--- config.mk ---
export PLATFORM = sky130hd
export DESIGN_NAME = motor_feedback_turn_tracker_top
export DESIGN_NICKNAME = d
export VERILOG_FILES = /design/src/design/mfbt_pkg.sv /design/src/design/mfbt_table.sv /design/src/design/mfbt_update.sv /design/src/design/motor_feedback_turn_tracker_top.sv
export SDC_FILE = /design/constraint.sdc
export NUM_CORES = 2
export LEC_CHECK = 0
export ABC_AREA = 0
export BUFFER_PORTS_ARGS = -buffer_cell sky130_fd_sc_hd__buf_4
export CORE_MARGIN = 2
export CORE_UTILIZATION = 66
export CTS_BUF_LIST = sky130_fd_sc_hd__clkbuf_16
export CTS_CLUSTER_DIAMETER = 40
export DETAILED_ROUTE_END_ITERATION = 10
export GPL_TIMING_DRIVEN = 0
export PLACE_DENSITY_LB_ADDON = 0.05
export SYNTH_ARGS = -nofsm -noshare
export SYNTH_HDL_FRONTEND = slang
export SYNTH_SLANG_ARGS = --single-unit
--- constraint.sdc ---
create_clock -name clk -period 37.6 [get_ports clk]
set_input_delay 1.88 -clock clk [delete_from_list [all_inputs] [get_ports clk]]
set_output_delay 1.88 -clock clk [all_outputs]
set_load 0.02 [all_outputs]
--- src/design/mfbt_pkg.sv ---
package mfbt_pkg;

  localparam int MFBT_MOTORS_PER_BUS = 4;
  localparam int MFBT_BUSES = 2;

  localparam logic [10:0] ID_BASE = 11'h141;
  localparam logic [15:0] HALF_TURN_RESET = 16'd32768;
  localparam logic [15:0] STALE_TICKS_RESET = 16'd10;

  // Register index as decoded from paddr[2].
  localparam logic REG_HALF_TURN = 1'b0;
  localparam logic REG_STALE_TICKS = 1'b1;

  localparam logic FUNC_FEEDBACK = 1'b0;
  localparam logic FUNC_ZERO = 1'b1;

  typedef struct packed {
    logic               func;
    logic               bus;
    logic [10:0]        can_id;
    logic [31:0]        now_tick;
    logic [7:0]         temp_byte;
    logic signed [15:0] current_raw;
    logic signed [15:0] speed_raw;
    logic [15:0]        angle_raw;
  } item_t;

  typedef struct packed {
    logic [15:0]        pos;
    logic signed [15:0] vel;
    logic signed [15:0] amps;
    logic [7:0]         temp;
    logic signed [15:0] turns;
    logic [15:0]        zero;
    logic [31:0]        stamp;
  } entry_t;

  typedef struct packed {
    logic               accepted;
    logic [2:0]         motor_slot;
    logic               was_reset;
    logic [15:0]        pos_now;
    logic signed [15:0] vel_now;
    logic signed [15:0] amps_now;
    logic [7:0]         temp_now;
    logic signed [15:0] turns_now;
    logic [15:0]        zero_now;
  } result_t;

  typedef struct packed {
    logic [15:0] half_turn_counts;
    logic [15:0] stale_ticks;
  } cfg_t;

endpackage

--- src/design/mfbt_table.sv ---
module mfbt_table #(
  parameter int NUM_SLOTS = 8,
  parameter int SLOT_W = 3
) (
  input  logic                  clk,
  input  logic                  rst,
  input  logic                  wr_en,
  input  logic [SLOT_W-1:0]     wr_slot,
  input  mfbt_pkg::entry_t      wr_entry,
  input  logic [SLOT_W-1:0]     rd_slot,
  output mfbt_pkg::entry_t      rd_entry,
  output logic                  rd_registered
);
  import mfbt_pkg::*;

  entry_t entries [NUM_SLOTS];
  logic [NUM_SLOTS-1:0] registered;

  // Only the registered flags need reset: an entry is fully rewritten when it
  // first registers, and nothing reads it before that.
  always_ff @(posedge clk) begin
    if (rst) begin
      registered <= '0;
    end else if (wr_en) begin
      registered[wr_slot] <= 1'b1;
    end
  end

  always_ff @(posedge clk) begin
    if (wr_en) begin
      entries[wr_slot] <= wr_entry;
    end
  end

  assign rd_entry = entries[rd_slot];
  assign rd_registered = registered[rd_slot];

endmodule

--- src/design/mfbt_update.sv ---
module mfbt_update #(
  parameter int MOTORS_PER_BUS = 4,
  parameter int BUSES = 2,
  parameter int SLOT_W = 3
) (
  input  mfbt_pkg::item_t       item,
  input  mfbt_pkg::cfg_t        cfg,
  input  mfbt_pkg::entry_t      rd_entry,
  input  logic                  rd_registered,
  output logic [SLOT_W-1:0]     slot,
  output logic                  wr_en,
  output mfbt_pkg::entry_t      wr_entry,
  output mfbt_pkg::result_t     result
);
  import mfbt_pkg::*;

  logic [10:0]        idx_raw;
  logic               id_ok;
  logic               stale;
  logic               reinit;
  logic [31:0]        age;
  logic signed [16:0] diff;
  logic signed [16:0] half;
  logic signed [15:0] turns_step;

  assign idx_raw = item.can_id - ID_BASE;
  assign id_ok = (item.can_id >= ID_BASE) && (32'(idx_raw) < MOTORS_PER_BUS)
                 && (32'(item.bus) < BUSES);
  assign slot = SLOT_W'(32'(item.bus) * MOTORS_PER_BUS + 32'(idx_raw));

  assign age = item.now_tick - rd_entry.stamp;
  assign stale = age > {16'd0, cfg.stale_ticks};
  assign reinit = !rd_registered || stale;

  assign diff = $signed({1'b0, item.angle_raw}) - $signed({1'b0, rd_entry.pos});
  assign half = $signed({1'b0, cfg.half_turn_counts});

  // An upward jump past half a revolution means the encoder wrapped backward.
  always_comb begin
    turns_step = rd_entry.turns;
    if (diff > half) begin
      if (rd_entry.turns != 16'sh8000) begin
        turns_step = rd_entry.turns - 16'sd1;
      end
    end else if (diff < -half) begin
      if (rd_entry.turns != 16'sh7fff) begin
        turns_step = rd_entry.turns + 16'sd1;
      end
    end
  end

  always_comb begin
    wr_entry = rd_entry;
    wr_en = 1'b0;
    if (id_ok) begin
      if (item.func == FUNC_ZERO) begin
        wr_en = rd_registered;
        wr_entry.zero = rd_entry.pos;
        wr_entry.turns = 16'sd0;
      end else begin
        wr_en = 1'b1;
        wr_entry.pos = item.angle_raw;
        wr_entry.vel = item.speed_raw;
        wr_entry.amps = item.current_raw;
        wr_entry.temp = item.temp_byte;
        wr_entry.stamp = item.now_tick;
        wr_entry.turns = reinit ? 16'sd0 : turns_step;
        wr_entry.zero = reinit ? 16'd0 : rd_entry.zero;
      end
    end
  end

  always_comb begin
    result = '0;
    if (wr_en) begin
      result.accepted = 1'b1;
      result.motor_slot = 3'(32'(slot));
      result.was_reset = (item.func == FUNC_FEEDBACK) && reinit;
      result.pos_now = wr_entry.pos;
      result.vel_now = wr_entry.vel;
      result.amps_now = wr_entry.amps;
      result.temp_now = wr_entry.temp;
      result.turns_now = wr_entry.turns;
      result.zero_now = wr_entry.zero;
    end
  end

endmodule

--- src/design/motor_feedback_turn_tracker_top.sv ---
// Multi-turn position tracker for a table of BUSES x MOTORS_PER_BUS motors
// (eight by default). Each item on the input stream is a feedback frame or a
// zero command; it produces exactly one result item, through the input
// register and then the result register. One item is taken every clock
// cycle while the output is not stalled: the entry addressed by an item is
// read, updated and written back between the input register and the result
// register, so the next item always sees the updated entry. The table lives
// in flip-flops, and reset clears only each entry's registered flag; there
// is no clearing pass. Configuration: half_turn_counts at address 0 and
// stale_ticks at address 4, to be written only while no item is in flight.
module motor_feedback_turn_tracker_top #(
  parameter int MOTORS_PER_BUS = mfbt_pkg::MFBT_MOTORS_PER_BUS,
  parameter int BUSES = mfbt_pkg::MFBT_BUSES
) (
  input  logic         clk,
  input  logic         rst,
  input  logic         s_axis_tvalid,
  output logic         s_axis_tready,
  // can_id[10:0], now_tick[42:11], temp_byte[50:43], current_raw[66:51],
  // speed_raw[82:67], angle_raw[98:83], zero fill[103:99]
  input  logic [103:0] s_axis_tdata,
  // func[0], bus[1]
  input  logic [1:0]   s_axis_tuser,
  output logic         m_axis_tvalid,
  input  logic         m_axis_tready,
  // motor_slot[2:0], pos_now[18:3], vel_now[34:19], amps_now[50:35],
  // temp_now[58:51], turns_now[74:59], zero_now[90:75], zero fill[95:91]
  output logic [95:0]  m_axis_tdata,
  // accepted[0], was_reset[1]
  output logic [1:0]   m_axis_tuser,
  input  logic         psel,
  input  logic         penable,
  input  logic         pwrite,
  input  logic [2:0]   paddr,
  input  logic [31:0]  pwdata,
  output logic [31:0]  prdata,
  output logic         pready
);
  import mfbt_pkg::*;

  localparam int NUM_SLOTS = BUSES * MOTORS_PER_BUS;
  localparam int SLOT_W = (NUM_SLOTS > 1) ? $clog2(NUM_SLOTS) : 1;

  cfg_t    cfg;
  item_t   in_item;
  logic    in_valid;
  result_t out_result;
  logic    out_valid;
  logic    advance;

  logic [SLOT_W-1:0] slot;
  logic              wr_en;
  entry_t            wr_entry;
  entry_t            rd_entry;
  logic              rd_registered;
  result_t           result;

  // Configuration port.
  assign pready = 1'b1;

  always_ff @(posedge clk) begin
    if (rst) begin
      cfg.half_turn_counts <= HALF_TURN_RESET;
      cfg.stale_ticks <= STALE_TICKS_RESET;
    end else if (psel && penable && pwrite) begin
      case (paddr[2])
        REG_HALF_TURN: cfg.half_turn_counts <= pwdata[15:0];
        REG_STALE_TICKS: cfg.stale_ticks <= pwdata[15:0];
        default: ;
      endcase
    end
  end

  always_comb begin
    case (paddr[2])
      REG_HALF_TURN: prdata = {16'd0, cfg.half_turn_counts};
      REG_STALE_TICKS: prdata = {16'd0, cfg.stale_ticks};
      default: prdata = '0;
    endcase
  end

  // The entry is updated at the same edge that loads the result register.
  assign advance = in_valid && (!out_valid || m_axis_tready);
  assign s_axis_tready = !in_valid || advance;

  always_ff @(posedge clk) begin
    if (rst) begin
      in_valid <= 1'b0;
      out_valid <= 1'b0;
    end else begin
      if (s_axis_tready) begin
        in_valid <= s_axis_tvalid;
      end
      if (advance) begin
        out_valid <= 1'b1;
      end else if (m_axis_tready) begin
        out_valid <= 1'b0;
      end
    end
  end

  always_ff @(posedge clk) begin
    if (s_axis_tready && s_axis_tvalid) begin
      in_item.func <= s_axis_tuser[0];
      in_item.bus <= s_axis_tuser[1];
      in_item.can_id <= s_axis_tdata[10:0];
      in_item.now_tick <= s_axis_tdata[42:11];
      in_item.temp_byte <= s_axis_tdata[50:43];
      in_item.current_raw <= s_axis_tdata[66:51];
      in_item.speed_raw <= s_axis_tdata[82:67];
      in_item.angle_raw <= s_axis_tdata[98:83];
    end
    if (advance) begin
      out_result <= result;
    end
  end

  mfbt_update #(
    .MOTORS_PER_BUS(MOTORS_PER_BUS),
    .BUSES(BUSES),
    .SLOT_W(SLOT_W)
  ) u_update (
    .item(in_item),
    .cfg(cfg),
    .rd_entry(rd_entry),
    .rd_registered(rd_registered),
    .slot(slot),
    .wr_en(wr_en),
    .wr_entry(wr_entry),
    .result(result)
  );

  mfbt_table #(
    .NUM_SLOTS(NUM_SLOTS),
    .SLOT_W(SLOT_W)
  ) u_table (
    .clk(clk),
    .rst(rst),
    .wr_en(wr_en && advance),
    .wr_slot(slot),
    .wr_entry(wr_entry),
    .rd_slot(slot),
    .rd_entry(rd_entry),
    .rd_registered(rd_registered)
  );

  assign m_axis_tvalid = out_valid;
  assign m_axis_tuser = {out_result.was_reset, out_result.accepted};
  assign m_axis_tdata = {5'd0, out_result.zero_now, out_result.turns_now,
                         out_result.temp_now, out_result.amps_now,
                         out_result.vel_now, out_result.pos_now,
                         out_result.motor_slot};

  // A rejected item carries an all-zero result.
  a_reject_zero: assert property (@(posedge clk) disable iff (rst)
    (m_axis_tvalid && !m_axis_tuser[0]) |-> (m_axis_tdata == '0 && !m_axis_tuser[1]))
    else $error("rejected item with nonzero result");

  // A re-initialised entry starts with no turns and no zero offset.
  a_reinit_clear: assert property (@(posedge clk) disable iff (rst)
    (m_axis_tvalid && m_axis_tuser[1]) |->
      (m_axis_tuser[0] && m_axis_tdata[90:59] == '0))
    else $error("re-initialised entry not cleared");

  // With the result register empty the input side never stalls.
  a_no_stall: assert property (@(posedge clk) disable iff (rst)
    !m_axis_tvalid |-> s_axis_tready)
    else $error("input stalled with empty output");

  // An item accepted while the output is empty always leads to a valid output.
  a_latency: assert property (@(posedge clk) disable iff (rst)
    (s_axis_tvalid && s_axis_tready && !m_axis_tvalid) |=> ##1 m_axis_tvalid)
    else $error("result missing after accepted item");

endmodule

==> results.ini <==
[min_path]
min_path_type = flop to flop

[clock_network]
path_clk_slew_ps = 60
cts_made_buffers = 138
insertion_delay_ps = 760
cts_root_buf = clkbuf_16
clockBufferDepth = 3
cts_sinks = 1196
cts_setup_buffers = 0
post_cts_resized = 0
hold_buffers = 0
htree_levels = 4
cts_tree = built

[detailed_routing]
drt_first_pass_iters = 10
via_count = 36100
vias_per_cell = 6.96
ant_nets = 0
wl_um = 163000
route.detailed.drc = 0
wl_per_cell_um = 31.5
drt_iter0_drc = 6977

[sta]
drv_slew = 22
period_needed_ps = 19480
worst_hold_slack_ps = 471
tns_ps = 0
tightestPinTransition_ps = 1600
fmax_ghz = 0.0513
hold_violations = 0
rsz0062_at_grt = false
finalSetupViolCount = 0
finalClockSkew_ps = 47.8
fin_crit_sh_pct = 51.8
slew_headroom_pct = -6.53

[synth]
synth-seq-cells = 1196
netlist_area_um2 = 50700
ys_warn_count = 0
synth.area.top_cells = edfxtp_1 (68%), mux4_2 (3.4%), ha_1 (2.2%)
synth_edf_count = 1154
synth_top_area_share_pct = 68.3
synth_cell_type_count = 94
ys_seq_area_share_pct = 70.0
synth.avg_cell_area_um2 = 14.4
synth_area_leader_cell = edfxtp_1
synthCells = 3525
ys.flop_type = edfxtp_1
async_reset_ff_share_pct = 0

[setup_path]
cp_data_arrival_time_ps = 19890
required_ps = 38010
start_kind = flop
end_kind = flop
crit_fanout = 11
crit_top_cell = clkbuf_1
crit_slowest_cell = nor4_4
slowest_delay_ps = 1170
crit_type = flop to flop

[grt]
grt-ovfl-total = 0
grt_antenna_before_repair = 5
grt_pass1_vias = 35100
grt_usage_pct = 41.6
grt_pass1_wl_um = 233000
grt_max_degree = 64

[final_layout]
fin_nets = 4288
drive_gt1_share_pct = 18.3
layout_commonest_cell = edfxtp_1
layout_common_cells = edfxtp_1 (1154), nand2_1 (296), buf_4 (267), nor2_1 (262), a21oi_1 (199)
area_growth_pct = 18.3
n_fill_cell = 4174

[placed_design]
place.gp.congestion = 0.978
portBuffers = 233
dp_hpwl_um = 113000

[floorplan]
die_w_um = 281
core_area_um2 = 76100
die_h_um = 281
initial_core_util_pct = 66.7
rows = 101
design.die.area_um2 = 79100
io_pins = 281

[power]
vdd_ir_drop_max_mv = 0.0589
power_leakage_nw = 21.1
power_density_nw_per_um2 = 57.2

[run_status]
status = complete, but fails checks
violations = max-capacitance violations, max-slew violations

[flow_run]
maxCapViolCount = 2

## worst paths after layout
path	start	to	slack, ps	depth (start not counted)
min	cfg[12]	cfg[12]	470	2
min reg2reg	cfg[12]	cfg[12]	470	2
max	in_item[88]	u_table.entries[2][52]	18120	40
max reg2reg	in_item[88]	u_table.entries[2][52]	18120	40
## final cells by class
| cell class | count | area (µm²) | area share [%] |
|---|---|---|---|
| flip-flops and latches | 1196 | 35500 | 59.1 |
| diodes | 6 | 15.0 | 0.0250 |
| clock buffers | 138 | 3450 | 5.75 |
| plain buffers | 224 | 972 | 1.62 |
| clock inverters | 111 | 1120 | 1.87 |
| inverters | 66 | 250 | 0.417 |
| well taps | 1030 | 1290 | 2.15 |
| multi-input cells | 2059 | 14100 | 23.6 |
| repair buffers | 362 | 3270 | 5.45 |
## where the power goes
part           switching [mW]  internal (mW)  leakage [nW]  total (mW)
combinational           0.394          0.179          8.01       0.573
clock                   0.568          0.762          2.26        1.33
sequential            0.00845           1.52          10.8        1.53
total                   0.971           2.46          21.1        3.43
## cell families after synthesis
logic type      share of synthesized area (%)
other cells                            0.0148
xor+xnor                                 1.25
mux                                      5.37
compound gates                           9.93
flops                                    70.0
simple gates                             8.66
fa+ha+maj                                2.40
buf+inv                                  2.40
## synth_stat cells, types with 47 or more instances
cell         n
ha_1        91
and2_1      47
nor3_1      84
xnor2_1     48
mux2i_1     92
mux4_2      76
a21o_1      53
a22oi_1     71
clkbuf_1   136
inv_1       66
nor2_1     265
a21oi_1    199
nand2_1    296
o21ai_0    114
edfxtp_1  1154
nand3_1     98
## through the flow
stage / utilization (%) / worst slack [ps] / total power [mW] / cells / area (µm²)
final: 78.9 / 18120 / 3.43 / 5192 / 60000
after global routing: 78.9 / 18390 / 3.51 / 5186 / 60000
after CTS: 78.9 / 19310 / 3.40 / 5186 / 60000
after detailed placement: 72.8 / 19460 / 2.10 / 4937 / 55400
after global placement: 70.8 / 11850 / 2.08 / 4808 / 53800
after floorplan: - / 23970 / 1.90 / 3545 / 50800
## worst max-delay path, delay by kind of cell (launching register included)
| kind | cells | cell delay, ps |
|---|---|---|
| and+or+nand+nor | 7 | 3340 |
| AOI/OAI and AO/OA | 12 | 3430 |
| xor gates and xnor gates | 1 | 540 |
| adders and majority gates | 3 | 1110 |
| DFF | 1 | 450 |
| buffers and inverters | 17 | 10130 |
## metal layers
layer	routed length, µm	GRT usage, %	vias up
li1	-	-	14700
met1	55900	55.1	17400
met2	73700	63.2	3300
met3	22700	10.5	733
met4	11000	24.1	4
met5	54	0	-
## state kept, by name, summed over array words and instances (netlist names)
| signal | cells |
|---|---|
| cfg | 32 |
| in_item | 101 |
| in_valid | 1 |
| m_axis_tdata | 91 |
| m_axis_tuser | 2 |
| m_axis_tvalid | 1 |
| u_table.entries | 960 |
| u_table.registered | 8 |
Power figures use the tool's default switching activity.
